## src/sv/dwbm_pkg.sv

```systemverilog
// Package for the depth window background mask block.
// Field widths, register indexes, request codes and the stage structs.
// No dependencies.
package dwbm_pkg;

	localparam int DIST_W     = 13;               // near/far register width
	localparam int DEPTH_W    = 16;
	localparam int IDX_W      = 18;
	localparam int PIX_W      = 8;
	localparam int TOL_W      = 8;
	localparam int QBITS      = 8;                // quotient bits, 255 = 2**QBITS - 1
	localparam int NUM_W      = 25;               // signed 255 * (far - depth)
	localparam int DEN_W      = DIST_W + 1;       // signed far - near
	localparam int REM_W      = DIST_W + QBITS;   // remainder while quotient < 256
	localparam int CFG_IDX_W  = 2;
	localparam int CFG_DATA_W = DIST_W;

	localparam logic [CFG_IDX_W-1:0] REG_NEAR = 2'd0;
	localparam logic [CFG_IDX_W-1:0] REG_FAR  = 2'd1;
	localparam logic [CFG_IDX_W-1:0] REG_TOL  = 2'd2;

	localparam logic REQ_PROCESS = 1'b0;
	localparam logic REQ_CAPTURE = 1'b1;

	localparam logic [DIST_W-1:0] NEAR_RST = 13'd1000;
	localparam logic [DIST_W-1:0] FAR_RST  = 13'd2200;
	localparam logic [TOL_W-1:0]  TOL_RST  = 8'd20;
	localparam logic [PIX_W-1:0]  PIX_MAX  = 8'd255;

	// one divider stage
	typedef struct packed {
		logic              req;
		logic [IDX_W-1:0]  idx;
		logic              zero;
		logic              eq;
		logic              neg;
		logic              big;
		logic [DIST_W-1:0] d;
		logic [REM_W-1:0]  rem;
		logic [QBITS-1:0]  q;
	} div_st_t;

	// mapper -> background stage
	typedef struct packed {
		logic             valid;
		logic             req;
		logic [IDX_W-1:0] idx;
		logic [PIX_W-1:0] mapped;
	} map_res_t;

	// background stage -> output buffer
	typedef struct packed {
		logic             valid;
		logic [PIX_W-1:0] mapped;
		logic [PIX_W-1:0] masked;
	} out_item_t;

endpackage

```

## src/sv/dwbm_out.sv

```systemverilog
// Output register plus one skid entry, so the pipeline stall is a register.
// Uses dwbm_pkg.
module dwbm_out import dwbm_pkg::*; (
	input  logic             clk,
	input  logic             arst_n,
	input  out_item_t        item,
	input  logic             out_stall,
	output logic             out_valid,
	output logic [PIX_W-1:0] mapped_depth,
	output logic [PIX_W-1:0] masked_depth,
	output logic             skid_full
);

	logic             out_valid_q;
	logic [PIX_W-1:0] out_mapped_q;
	logic [PIX_W-1:0] out_masked_q;
	logic             skid_full_q;
	logic [PIX_W-1:0] skid_mapped_q;
	logic [PIX_W-1:0] skid_masked_q;
	logic             out_free;

	assign out_free = !out_valid_q || !out_stall;

	always_ff @(posedge clk or negedge arst_n) begin
		if (!arst_n) begin
			out_valid_q <= 1'b0;
			skid_full_q <= 1'b0;
		end else if (out_free) begin
			if (skid_full_q) begin
				out_valid_q <= 1'b1;
				skid_full_q <= 1'b0;
			end else begin
				out_valid_q <= item.valid;
			end
		end else if (item.valid) begin
			skid_full_q <= 1'b1;
		end
	end

	always_ff @(posedge clk) begin
		if (out_free) begin
			if (skid_full_q) begin
				out_mapped_q <= skid_mapped_q;
				out_masked_q <= skid_masked_q;
			end else if (item.valid) begin
				out_mapped_q <= item.mapped;
				out_masked_q <= item.masked;
			end
		end else if (item.valid) begin
			skid_mapped_q <= item.mapped;
			skid_masked_q <= item.masked;
		end
	end

	assign out_valid    = out_valid_q;
	assign mapped_depth = out_mapped_q;
	assign masked_depth = out_masked_q;
	assign skid_full    = skid_full_q;

	a_skid_behind_out: assert property (@(posedge clk) disable iff (!arst_n)
		skid_full_q |-> out_valid_q)
		else $error("skid holds a beat while output register is empty");

	a_no_push_into_full: assert property (@(posedge clk) disable iff (!arst_n)
		item.valid |-> !skid_full_q)
		else $error("beat delivered while skid entry is full");

endmodule

```

## config.mk

```make
export PLATFORM = sky130hd
export DESIGN_NAME = dwbm_out
export DESIGN_NICKNAME = d
export VERILOG_FILES = /design/src/sv/dwbm_pkg.sv /design/src/sv/dwbm_out.sv
export SDC_FILE = /design/constraint.sdc
export NUM_CORES = 1
export LEC_CHECK = 0
export BUFFER_PORTS_ARGS = -buffer_cell sky130_fd_sc_hd__buf_2
export CAP_MARGIN = 5
export CORE_ASPECT_RATIO = 0.7
export CORE_MARGIN = 2
export CORE_UTILIZATION = 53
export DETAILED_ROUTE_END_ITERATION = 10
export PLACE_DENSITY_LB_ADDON = 0.1
export SETUP_SLACK_MARGIN = 0.2
export SLEW_MARGIN = 20
export SYNTH_ARGS = -nofsm -noshare
export SYNTH_HDL_FRONTEND = slang
export SYNTH_SLANG_ARGS = --single-unit
```

## constraint.sdc

```tcl
create_clock -name clk -period 3.3 [get_ports clk]
set_input_delay 0.33 -clock clk [delete_from_list [all_inputs] [get_ports clk]]
set_output_delay 0.33 -clock clk [all_outputs]
set_load 0.02 [all_outputs]
```

==> metrics.yaml <==
cells_and_area:
  final_cell_mix: "37 x buf_2, 32 x edfxtp_1, 9 x mux2_2, 7 x mux2_4, 5 x clkbuf_4"
  layout_commonest_cell: "buf_2"
  finalNetCount: 119
  n_antenna_cell: 0
  fill_cells: 174
  drive_above_1_share_pct: 60.0
  syn_to_final_growth_pct: 20.3
  fin_util_pct: 69.3
clock_tree:
  cts_sinks: 34
  clk_latency_ns: 0.32
  cts_made_buffers: 5
  cts-resized-gates: 0
  max-clock-path-buffers: 2
  cts_root_buf: "clkbuf_4"
  cts_tree: "yes"
  clk_pin_slew_worst_paths_ns: 0.10
  htree_num_levels: 2
placement:
  place_congestion: 0.683
  dp.final_hpwl_mm: 1.33
  io_buffer_count: 37
worst_setup_path:
  worstPathArrival_ns: 1.96
  cp-end-kind: "register"
  path_delay_family: "flip-flops"
  path_cells: "a2bb2oi_2"
  cp.required_ns: 3.26
  cp-start-kind: "register"
  critical_path_peak_fanout: 20
  cp_num_buf_inv: 0
  cp_slowest_stage_delay_ns: 0.92
  slowest_stage: "dfrtp_1"
  criticalPathCategory: "reg -> reg"
pwr:
  leakagePower_nw: 0.614
  switchingPower_mw: 0.193
  internal-power_mw: 0.632
  power_density_mw_per_mm2: 535
  power_frac_clock_pct: 25.0
  power_frac_comb_pct: 11.8
  switching_share_pct: 23.4
  ir_drop_mv: 0.304
  p_seq_share_pct: 63.2
logic_synthesis:
  synth_area_mm2: 0.00128
  yosysTopAreaCell: "edfxtp_1"
  avgSynthCellArea_um2: 22.9
  synth.distinct_cells: 10
  synth-seq-cells: 34
  synth_warnings: 0
  synth_top_cell_area_share_pct: 74.9
  ys_seq_area_share_pct: 78.8
  synthTopCellsByArea: "edfxtp_1 75%, mux2_4 8.2%, mux2_2 7.9%, dfrtp_1 3.9%, buf_12 1.6%"
  synthCells: 56
  syn_nets: 76
sta:
  period_share_pct: 60.6
  clock.fmax_mhz: 500
  slew_headroom_pct: 41.9
  worst_slew_pin_slew_ns: 0.871
  final.min_clock_period_ns: 2.00
  finClkSkew_ns: 0.00680
  tns_ns: 0
  slew_viol_final: 0
  rsz0062_at_grt: "no"
  setup_viol_count_final: 0
  final-hold-violation-count: 0
floorplanning:
  rows: 14
  die-area_mm2: 0.00284
  die_x_um: 62.8
  io_pins: 38
  die_y_um: 45.2
  start_util_pct: 57.6
  coreArea_mm2: 0.00222
global_route:
  grtUsageMet1_pct: 18.8
  grtUsageTotal_pct: 15.6
  grt_overflow: 0
  grt.busiest_layer: "met2"
  grt_start_max_net_pins: 21
  gr-usage-met3_pct: 5.99
  grt_pass1_vias: 657
  grt_antenna_before_repair: 0
  grt_pass1_wl_mm: 3.11
  use_met2_pct: 24.7
job:
  cap_viol_max_count: 0
drt:
  routedWlPerCell_um: 14.2
  wl_mm: 1.87
  dr.pass1.iters: 4
  drc: 0
  ant_nets: 0
  viasPerCell: 4.91
  initialDrtViolationCount: 24
  num_vias: 648
run_status:
  outcome: "finished clean"
min_path:
  hold_class: "in -> reg"
power by group through the flow:
stage / logic, mW / registers (mW) / clock network, mW
2_1_floorplan: 0.0462 / 0.549 / 0
3_3_place_gp: 0.0965 / 0.531 / 0
3_5_place_dp: 0.0983 / 0.532 / 0
4_1_cts: 0.0995 / 0.522 / 0.213
5_1_grt: 0.107 / 0.525 / 0.226
6_report: 0.0977 / 0.521 / 0.206
worst paths after layout:
| path | cells after the start | from | to | slack [ns] |
|---|---|---|---|---|
| setup / recovery | 1 | skid_full | mapped_depth[0] | 1.30 |
| hold / removal | 1 | item[4] | skid_masked_q[4] | 0.19 |
| setup reg to reg | 1 | skid_full | mapped_depth[0] | 1.30 |
| hold reg to reg | 1 | skid_mapped_q[6] | mapped_depth[6] | 0.55 |
| max in group asynchronous | 2 | arst_n | skid_full | 2.89 |
| min in group asynchronous | 2 | arst_n | out_valid | 0.31 |
cell families after synthesis:
kind of cell	synth area share [%]
AO/OA/AOI/OAI	2.15
buffers and inverters	2.44
flip-flops	78.8
multiplexers	16.1
AND/OR/NAND/NOR	0.488
cell usage after synthesis:
master / number
and3_1: 1
buf_6: 1
dfrtp_1: 2
edfxtp_1: 32
mux2_2: 9
buf_12: 1
o211a_1: 1
a211o_1: 1
mux2_4: 7
a2bb2oi_1: 1
sequential cells by signal, indices dropped and copies added (netlist names):
signal         flops
mapped_depth       8
masked_depth       8
out_valid          1
skid_full          1
skid_mapped_q      8
skid_masked_q      8
through the flow:
step | std cells | power, mW | worst slack, ns | hold WS [ns] | cell area, um^2
final | 132 | 0.825 | 1.30 | 0.186 | 1540
after global routing | 132 | 0.858 | 1.11 | 0.178 | 1540
after CTS | 132 | 0.835 | 1.23 | 0.171 | 1540
after detailed placement | 123 | 0.630 | 1.25 | 0.120 | 1480
after global placement | 123 | 0.627 | 1.35 | 0.115 | 1480
after floorplan | 56 | 0.595 | 1.22 | 0.0344 | 1280
routing by layer:
| metal | share of wire [%] | routed length (um) |
|---|---|---|
| met5 | 0 | 0 |
| met4 | 2.0 | 37 |
| met3 | 6.5 | 122 |
| met2 | 48 | 889 |
| met1 | 44 | 821 |
area by class of cell:
cell class                 count  area [um^2]  area share [%]
sequential                    34         1010            65.5
timing repair buffer          38          195            12.7
clock buffer                   6         41.3            2.68
multi-input combinational     20          246            16.0
tap                           32         40.0            2.60
clock inverter                 2         8.76           0.568
repair_timing:
item	CTS	global route
endpoints found under the hold margin	2	0
hold buffers	1	0
buffers inserted	0	0
Power figures use the tool's default switching activity.
