### config.mk
export PLATFORM = sky130hd
export DESIGN_NAME = dwbm_map
export DESIGN_NICKNAME = d
export VERILOG_FILES = /design/src/sv/dwbm_pkg.sv /design/src/sv/dwbm_map.sv
export SDC_FILE = /design/constraint.sdc
export NUM_CORES = 1
export LEC_CHECK = 0
export BUFFER_PORTS_ARGS = -buffer_cell sky130_fd_sc_hd__buf_2
export CAP_MARGIN = 20
export CORE_MARGIN = 4
export CORE_UTILIZATION = 60
export CTS_CLUSTER_SIZE = 16
export DETAILED_ROUTE_END_ITERATION = 7
export PLACE_DENSITY = 0.88
export RECOVER_POWER = 50
export SYNTH_ARGS = -nofsm -noshare
export SYNTH_HDL_FRONTEND = slang
export SYNTH_SLANG_ARGS = --single-unit
export TNS_END_PERCENT = 5
### constraint.sdc
create_clock -name clk -period 4.39 [get_ports clk]
set_clock_uncertainty 0.1 [all_clocks]
set_input_delay 0.878 -clock clk [delete_from_list [all_inputs] [get_ports clk]]
set_output_delay 0.878 -clock clk [all_outputs]
set_load 0.005 [all_outputs]
### src/sv/dwbm_pkg.sv
// Package for the depth window background mask block.
// Field widths, register indexes, request codes and the stage structs.
// No dependencies.
package dwbm_pkg;

	localparam int DIST_W     = 13;               // near/far register width
	localparam int DEPTH_W    = 16;
	localparam int IDX_W      = 18;
	localparam int PIX_W      = 8;
	localparam int TOL_W      = 8;
	localparam int QBITS      = 8;                // quotient bits, 255 = 2**QBITS - 1
	localparam int NUM_W      = 25;               // signed 255 * (far - depth)
	localparam int DEN_W      = DIST_W + 1;       // signed far - near
	localparam int REM_W      = DIST_W + QBITS;   // remainder while quotient < 256
	localparam int CFG_IDX_W  = 2;
	localparam int CFG_DATA_W = DIST_W;

	localparam logic [CFG_IDX_W-1:0] REG_NEAR = 2'd0;
	localparam logic [CFG_IDX_W-1:0] REG_FAR  = 2'd1;
	localparam logic [CFG_IDX_W-1:0] REG_TOL  = 2'd2;

	localparam logic REQ_PROCESS = 1'b0;
	localparam logic REQ_CAPTURE = 1'b1;

	localparam logic [DIST_W-1:0] NEAR_RST = 13'd1000;
	localparam logic [DIST_W-1:0] FAR_RST  = 13'd2200;
	localparam logic [TOL_W-1:0]  TOL_RST  = 8'd20;
	localparam logic [PIX_W-1:0]  PIX_MAX  = 8'd255;

	// one divider stage
	typedef struct packed {
		logic              req;
		logic [IDX_W-1:0]  idx;
		logic              zero;
		logic              eq;
		logic              neg;
		logic              big;
		logic [DIST_W-1:0] d;
		logic [REM_W-1:0]  rem;
		logic [QBITS-1:0]  q;
	} div_st_t;

	// mapper -> background stage
	typedef struct packed {
		logic             valid;
		logic             req;
		logic [IDX_W-1:0] idx;
		logic [PIX_W-1:0] mapped;
	} map_res_t;

	// background stage -> output buffer
	typedef struct packed {
		logic             valid;
		logic [PIX_W-1:0] mapped;
		logic [PIX_W-1:0] masked;
	} out_item_t;

endpackage

### src/sv/dwbm_map.sv
// Depth to 8-bit brightness mapper: scale, sign fix, range check and an
// 8-stage restoring divider, one quotient bit per stage. Uses dwbm_pkg.
module dwbm_map import dwbm_pkg::*; (
	input  logic               clk,
	input  logic               arst_n,
	input  logic               adv,
	input  logic               accept,
	input  logic               req_type,
	input  logic [IDX_W-1:0]   pixel_index,
	input  logic [DEPTH_W-1:0] depth_mm,
	input  logic [DIST_W-1:0]  near_mm,
	input  logic [DIST_W-1:0]  far_mm,
	output map_res_t           res
);

	logic signed [NUM_W-1:0] diff;
	logic signed [NUM_W-1:0] num;
	logic signed [DEN_W-1:0] den;

	logic                    v_s1;
	logic                    req_s1;
	logic [IDX_W-1:0]        idx_s1;
	logic                    zero_s1;
	logic                    eq_s1;
	logic signed [NUM_W-1:0] num_s1;
	logic signed [DEN_W-1:0] den_s1;

	logic                    den_neg;
	logic signed [NUM_W-1:0] n_abs;
	logic signed [DEN_W-1:0] d_abs;

	logic                    v_s2;
	logic                    req_s2;
	logic [IDX_W-1:0]        idx_s2;
	logic                    zero_s2;
	logic                    eq_s2;
	logic signed [NUM_W-1:0] n_s2;
	logic [DIST_W-1:0]       d_s2;

	logic                    neg;
	logic                    big;

	// div_s[0] is stage 3, div_s[QBITS] is the last divider stage
	div_st_t                 div_s [QBITS+1];
	logic [QBITS:0]          div_v_s;

	assign diff = $signed(NUM_W'({1'b0, far_mm})) - $signed(NUM_W'({1'b0, depth_mm}));
	assign num  = (diff <<< QBITS) - diff;
	assign den  = $signed(DEN_W'({1'b0, far_mm})) - $signed(DEN_W'({1'b0, near_mm}));

	always_ff @(posedge clk) begin
		if (adv) begin
			req_s1  <= req_type;
			idx_s1  <= pixel_index;
			zero_s1 <= (depth_mm == '0);
			eq_s1   <= (far_mm == near_mm);
			num_s1  <= num;
			den_s1  <= den;
		end
	end

	// floor(n/d) with d < 0 equals floor(-n / -d)
	assign den_neg = den_s1[DEN_W-1];
	assign n_abs   = den_neg ? -num_s1 : num_s1;
	assign d_abs   = den_neg ? -den_s1 : den_s1;

	always_ff @(posedge clk) begin
		if (adv) begin
			req_s2  <= req_s1;
			idx_s2  <= idx_s1;
			zero_s2 <= zero_s1;
			eq_s2   <= eq_s1;
			n_s2    <= n_abs;
			d_s2    <= d_abs[DIST_W-1:0];
		end
	end

	assign neg = n_s2[NUM_W-1];
	assign big = !neg &&
		($unsigned(n_s2) >= {{(NUM_W-REM_W){1'b0}}, d_s2, {QBITS{1'b0}}});

	always_ff @(posedge clk) begin
		if (adv) begin
			div_s[0].req  <= req_s2;
			div_s[0].idx  <= idx_s2;
			div_s[0].zero <= zero_s2;
			div_s[0].eq   <= eq_s2;
			div_s[0].neg  <= neg;
			div_s[0].big  <= big;
			div_s[0].d    <= d_s2;
			div_s[0].rem  <= n_s2[REM_W-1:0];
			div_s[0].q    <= '0;
		end
	end

	for (genvar i = 0; i < QBITS; i++) begin : g_div
		localparam int K = QBITS - 1 - i;
		logic [REM_W-1:0] dsh;
		logic             ge;
		div_st_t          nxt;

		assign dsh = {{QBITS{1'b0}}, div_s[i].d} << K;
		assign ge  = (div_s[i].rem >= dsh);

		always_comb begin
			nxt     = div_s[i];
			nxt.rem = ge ? (div_s[i].rem - dsh) : div_s[i].rem;
			nxt.q   = div_s[i].q | (ge ? (QBITS'(1) << K) : '0);
		end

		always_ff @(posedge clk) begin
			if (adv) begin
				div_s[i+1] <= nxt;
			end
		end
	end

	always_ff @(posedge clk or negedge arst_n) begin
		if (!arst_n) begin
			v_s1    <= 1'b0;
			v_s2    <= 1'b0;
			div_v_s <= '0;
		end else if (adv) begin
			v_s1    <= accept;
			v_s2    <= v_s1;
			div_v_s <= {div_v_s[QBITS-1:0], v_s2};
		end
	end

	always_comb begin
		res.valid = div_v_s[QBITS];
		res.req   = div_s[QBITS].req;
		res.idx   = div_s[QBITS].idx;
		if (div_s[QBITS].zero)
			res.mapped = '0;
		else if (div_s[QBITS].eq)
			res.mapped = PIX_MAX;
		else if (div_s[QBITS].neg)
			res.mapped = '0;
		else if (div_s[QBITS].big)
			res.mapped = PIX_MAX;
		else
			res.mapped = div_s[QBITS].q;
	end

	a_rem_below_divisor: assert property (@(posedge clk) disable iff (!arst_n)
		div_v_s[QBITS] && !div_s[QBITS].eq && !div_s[QBITS].neg && !div_s[QBITS].big
		|-> div_s[QBITS].rem < {{QBITS{1'b0}}, div_s[QBITS].d})
		else $error("divider remainder not below divisor");

endmodule

==> impl_metrics.py <==
metrics = {
    "pwr": {
        "ir_drop_mv": 0.397,
        "p_per_area_nw_per_um2": 572,
        "p_leak_nw": 13.3,
    },
    "detailed_routing": {
        "drt_iter0_drc": 1170,
        "routed_via_density": 5.69,
        "routed_wl_mm": 54.1,
        "vias": 17400,
        "wl_per_cell_um": 17.7,
        "detail-route-antenna-nets": 0,
        "drc": 0,
        "drtPass1Iterations": 6,
    },
    "floorplan": {
        "io_pins": 93,
        "die_w_um": 229,
        "die_area_sq_um": 52500,
        "core_sq_um": 48000,
        "die_h_um": 229,
        "initial_core_util": 0.610,
        "rows": 80,
    },
    "logic_synthesis": {
        "async_reset_ff_frac": 0.0171,
        "yosysWarnings": 0,
        "synth_top_cell_by_area": "edfxtp_1",
        "synthTopCellsByArea": "edfxtp_1, ha_1, xnor2_1",
        "netlist_area_sq_um": 29300,
        "synth_seq_cells": 645,
        "synthCells": 2166,
        "synth_edf_count": 634,
        "yosysMostFrequentCell": "edfxtp_1",
        "synth.avg_cell_area_sq_um": 13.5,
        "synth.top_cell.area_share": 0.649,
        "seq_area_frac_synth": 0.659,
        "synth_common_cells": "edfxtp_1, inv_1, ha_1",
        "syn-num-nets": 2398,
        "synth_cell_types": 75,
        "ys.flop_type": "edfxtp_1",
    },
    "placement": {
        "place.gp.congestion": 0.964,
        "dp_hpwl_mm": 37.7,
        "dp.cells": 2936,
        "pre_cts_ws_ps": -828,
        "portBuffers": 92,
    },
    "sta": {
        "setup_viol_count_final": 0,
        "fin_ws_ps": 68.2,
        "rsz0062_at_grt": "true",
        "max_freq_mhz": 231,
        "timing.final.crit_share": 0.984,
        "tns_ps": 0,
        "maxSlewViolCount": 232,
        "tightest_slew_ps": 2380,
        "maxSlewHeadroom": -0.588,
        "finalHoldViolCount": 0,
        "min_period_ps": 4320,
    },
    "finish": {
        "antenna_cells": 0,
        "layout.cells.non_filler": 3058,
        "syn_to_final_growth_pct": 14.1,
        "utilization": 0.697,
        "drive_above_1_share": 0.152,
        "finalNetCount": 2623,
    },
    "global_routing": {
        "grt_pass1_vias": 17900,
        "grt-ovfl-total": 0,
        "grt_pass1_wl_mm": 88.0,
        "antenna_found_initial": 0,
        "grt_max_degree": 96,
        "grt.total_usage": 0.205,
    },
    "clock_tree": {
        "htree_levels": 2,
        "numCtsBuffers": 61,
        "root_buffer": "clkbuf_16",
        "clock_latency_ps": 630,
        "cts_buffer_depth": 3,
        "cts_sinks": 645,
        "cts.clk_slew.worst_paths_ps": 60,
        "cts_tree": "done",
    },
    "flow_run": {
        "maxCapViolCount": 3,
    },
    "critical_path": {
        "end_kind": "flop",
        "required_ps": 4670,
        "path_class": "input port to flop",
        "cp_max_fo": 3,
        "crit_arrival_ps": 4600,
        "reg2reg_from": "div_s[2][13]",
        "cp-start-kind": "input port",
        "crit_start": "far_mm[0]",
    },
    "run_status": {
        "status": "finished, violations left",
        "violations": "max-capacitance violations, max-slew violations",
    },
    "worst_hold_path": {
        "hold_path.class": "flop to flop",
        "hp-start": "div_s[1][45]",
    },
}
-- registers in the layout, indices dropped and copies added, names as in the netlist --
register	flops
v_s1	1
div_v_s	9
div_s	515
eq_s2	1
v_s2	1
req_s1	1
req_s2	1
zero_s1	1
zero_s2	1
idx_s2	18
idx_s1	18
eq_s1	1
d_s2	13
den_s1	14
num_s1	25
n_s2	25
-- metrics by stage --
step                      hold slack [ps]  area (sq um)  total power, mW
after floorplan                       300         29300             12.1
after CTS                             270         33500             19.2
after global placement                300         31300             13.3
after detailed placement              305         31300             13.6
final                                 313         33500             19.2
after global routing                  275         33500             20.1
-- power by group --
group | total, mW | leakage, nW | switching (mW) | internal [mW]
Combinational | 4.98 | 5.97 | 2.74 | 2.24
Clock | 5.44 | 1.02 | 2.22 | 3.22
Sequential | 8.73 | 6.29 | 0.586 | 8.15
Total | 19.2 | 13.3 | 5.55 | 13.6
-- layout by cell type (no fill, tap or decap), types with 25 or more instances in the layout --
cell and n:
a21o_1 52, a21oi_1 138, buf_2 85, buf_4 115, clkbuf_16 61, edfxtp_1 634, ha_1 155, inv_1 214
mux2_2 27, nand2_1 104, nand2b_1 35, nand3_1 29, nor2_1 157, nor2b_1 25, nor3_1 29, o21ai_0 80
xnor2_1 100, xor2_1 53
-- layout make-up --
cell class | instances | area (sq um)
Tap cell | 615 | 769
Timing Repair Buffer | 215 | 1410
Fill cell | 3060 | 14600
Clock inverter | 45 | 564
Clock buffer | 70 | 1560
Multi-Input combinational cell | 1252 | 9040
Inverter | 216 | 813
Sequential cell | 645 | 19300
-- repair_timing --
action	CTS	global route
resized for setup	17	9
setup buffers	4	1
endpoints found under the setup margin	2	5
endpoints found under the hold margin	11	0
pin swaps	12	14
hold buffers	1	0
-- cells by family (layout without fill, tap and decap cells) --
logic type	Yosys count	in the layout	share of synthesized area
flip-flops	645	645	0.659
AND/OR/NAND/NOR	498	498	0.0841
XOR/XNOR	159	159	0.0490
buffers and inverters	269	546	0.0375
multiplexers	30	30	0.0114
AO/OA/AOI/OAI	397	397	0.0856
adder cells (fa/ha/maj)	168	168	0.0739
-- critical path, cell delays in order --
cell and delay (ps):
buf_8 70, inv_4 30, ha_4 150, fa_2 330, nand2b_4 150, a211o_1 330, a311o_1 300, and2_4 170
nor2b_2 100, o21ai_1 70, nand2b_1 130, xnor2_2 140, inv_2 70, ha_4 310, nand2_4 60, o31ai_4 190
a21oi_2 110, o41ai_4 70, or4b_4 540, a31oi_4 190, a21oi_2 80, xnor2_1 140
-- worst paths after layout --
kind / to / slack (ps) / cells after the start
min in group asynchronous: div_v_s[5] / 640 / 2
worst max register to register: div_s[3][19] / 280 / 14
worst max-delay path: num_s1[23] / 70 / 22
max in group asynchronous: div_v_s[4] / 3180 / 2
worst min register to register: div_s[2][45] / 310 / 0
worst min-delay path: div_s[2][45] / 310 / 0
-- metal layers --
| metal | GRT usage | vias to the layer above | routed length [um] |
|---|---|---|---|
| li1 | - | 8367 | - |
| met1 | 0.208 | 8333 | 19300 |
| met2 | 0.407 | 521 | 30100 |
| met3 | 0.0314 | 167 | 2120 |
| met4 | 0.0924 | 0 | 2610 |
| met5 | 0 | - | 0 |
Power figures use the tool's default switching activity.
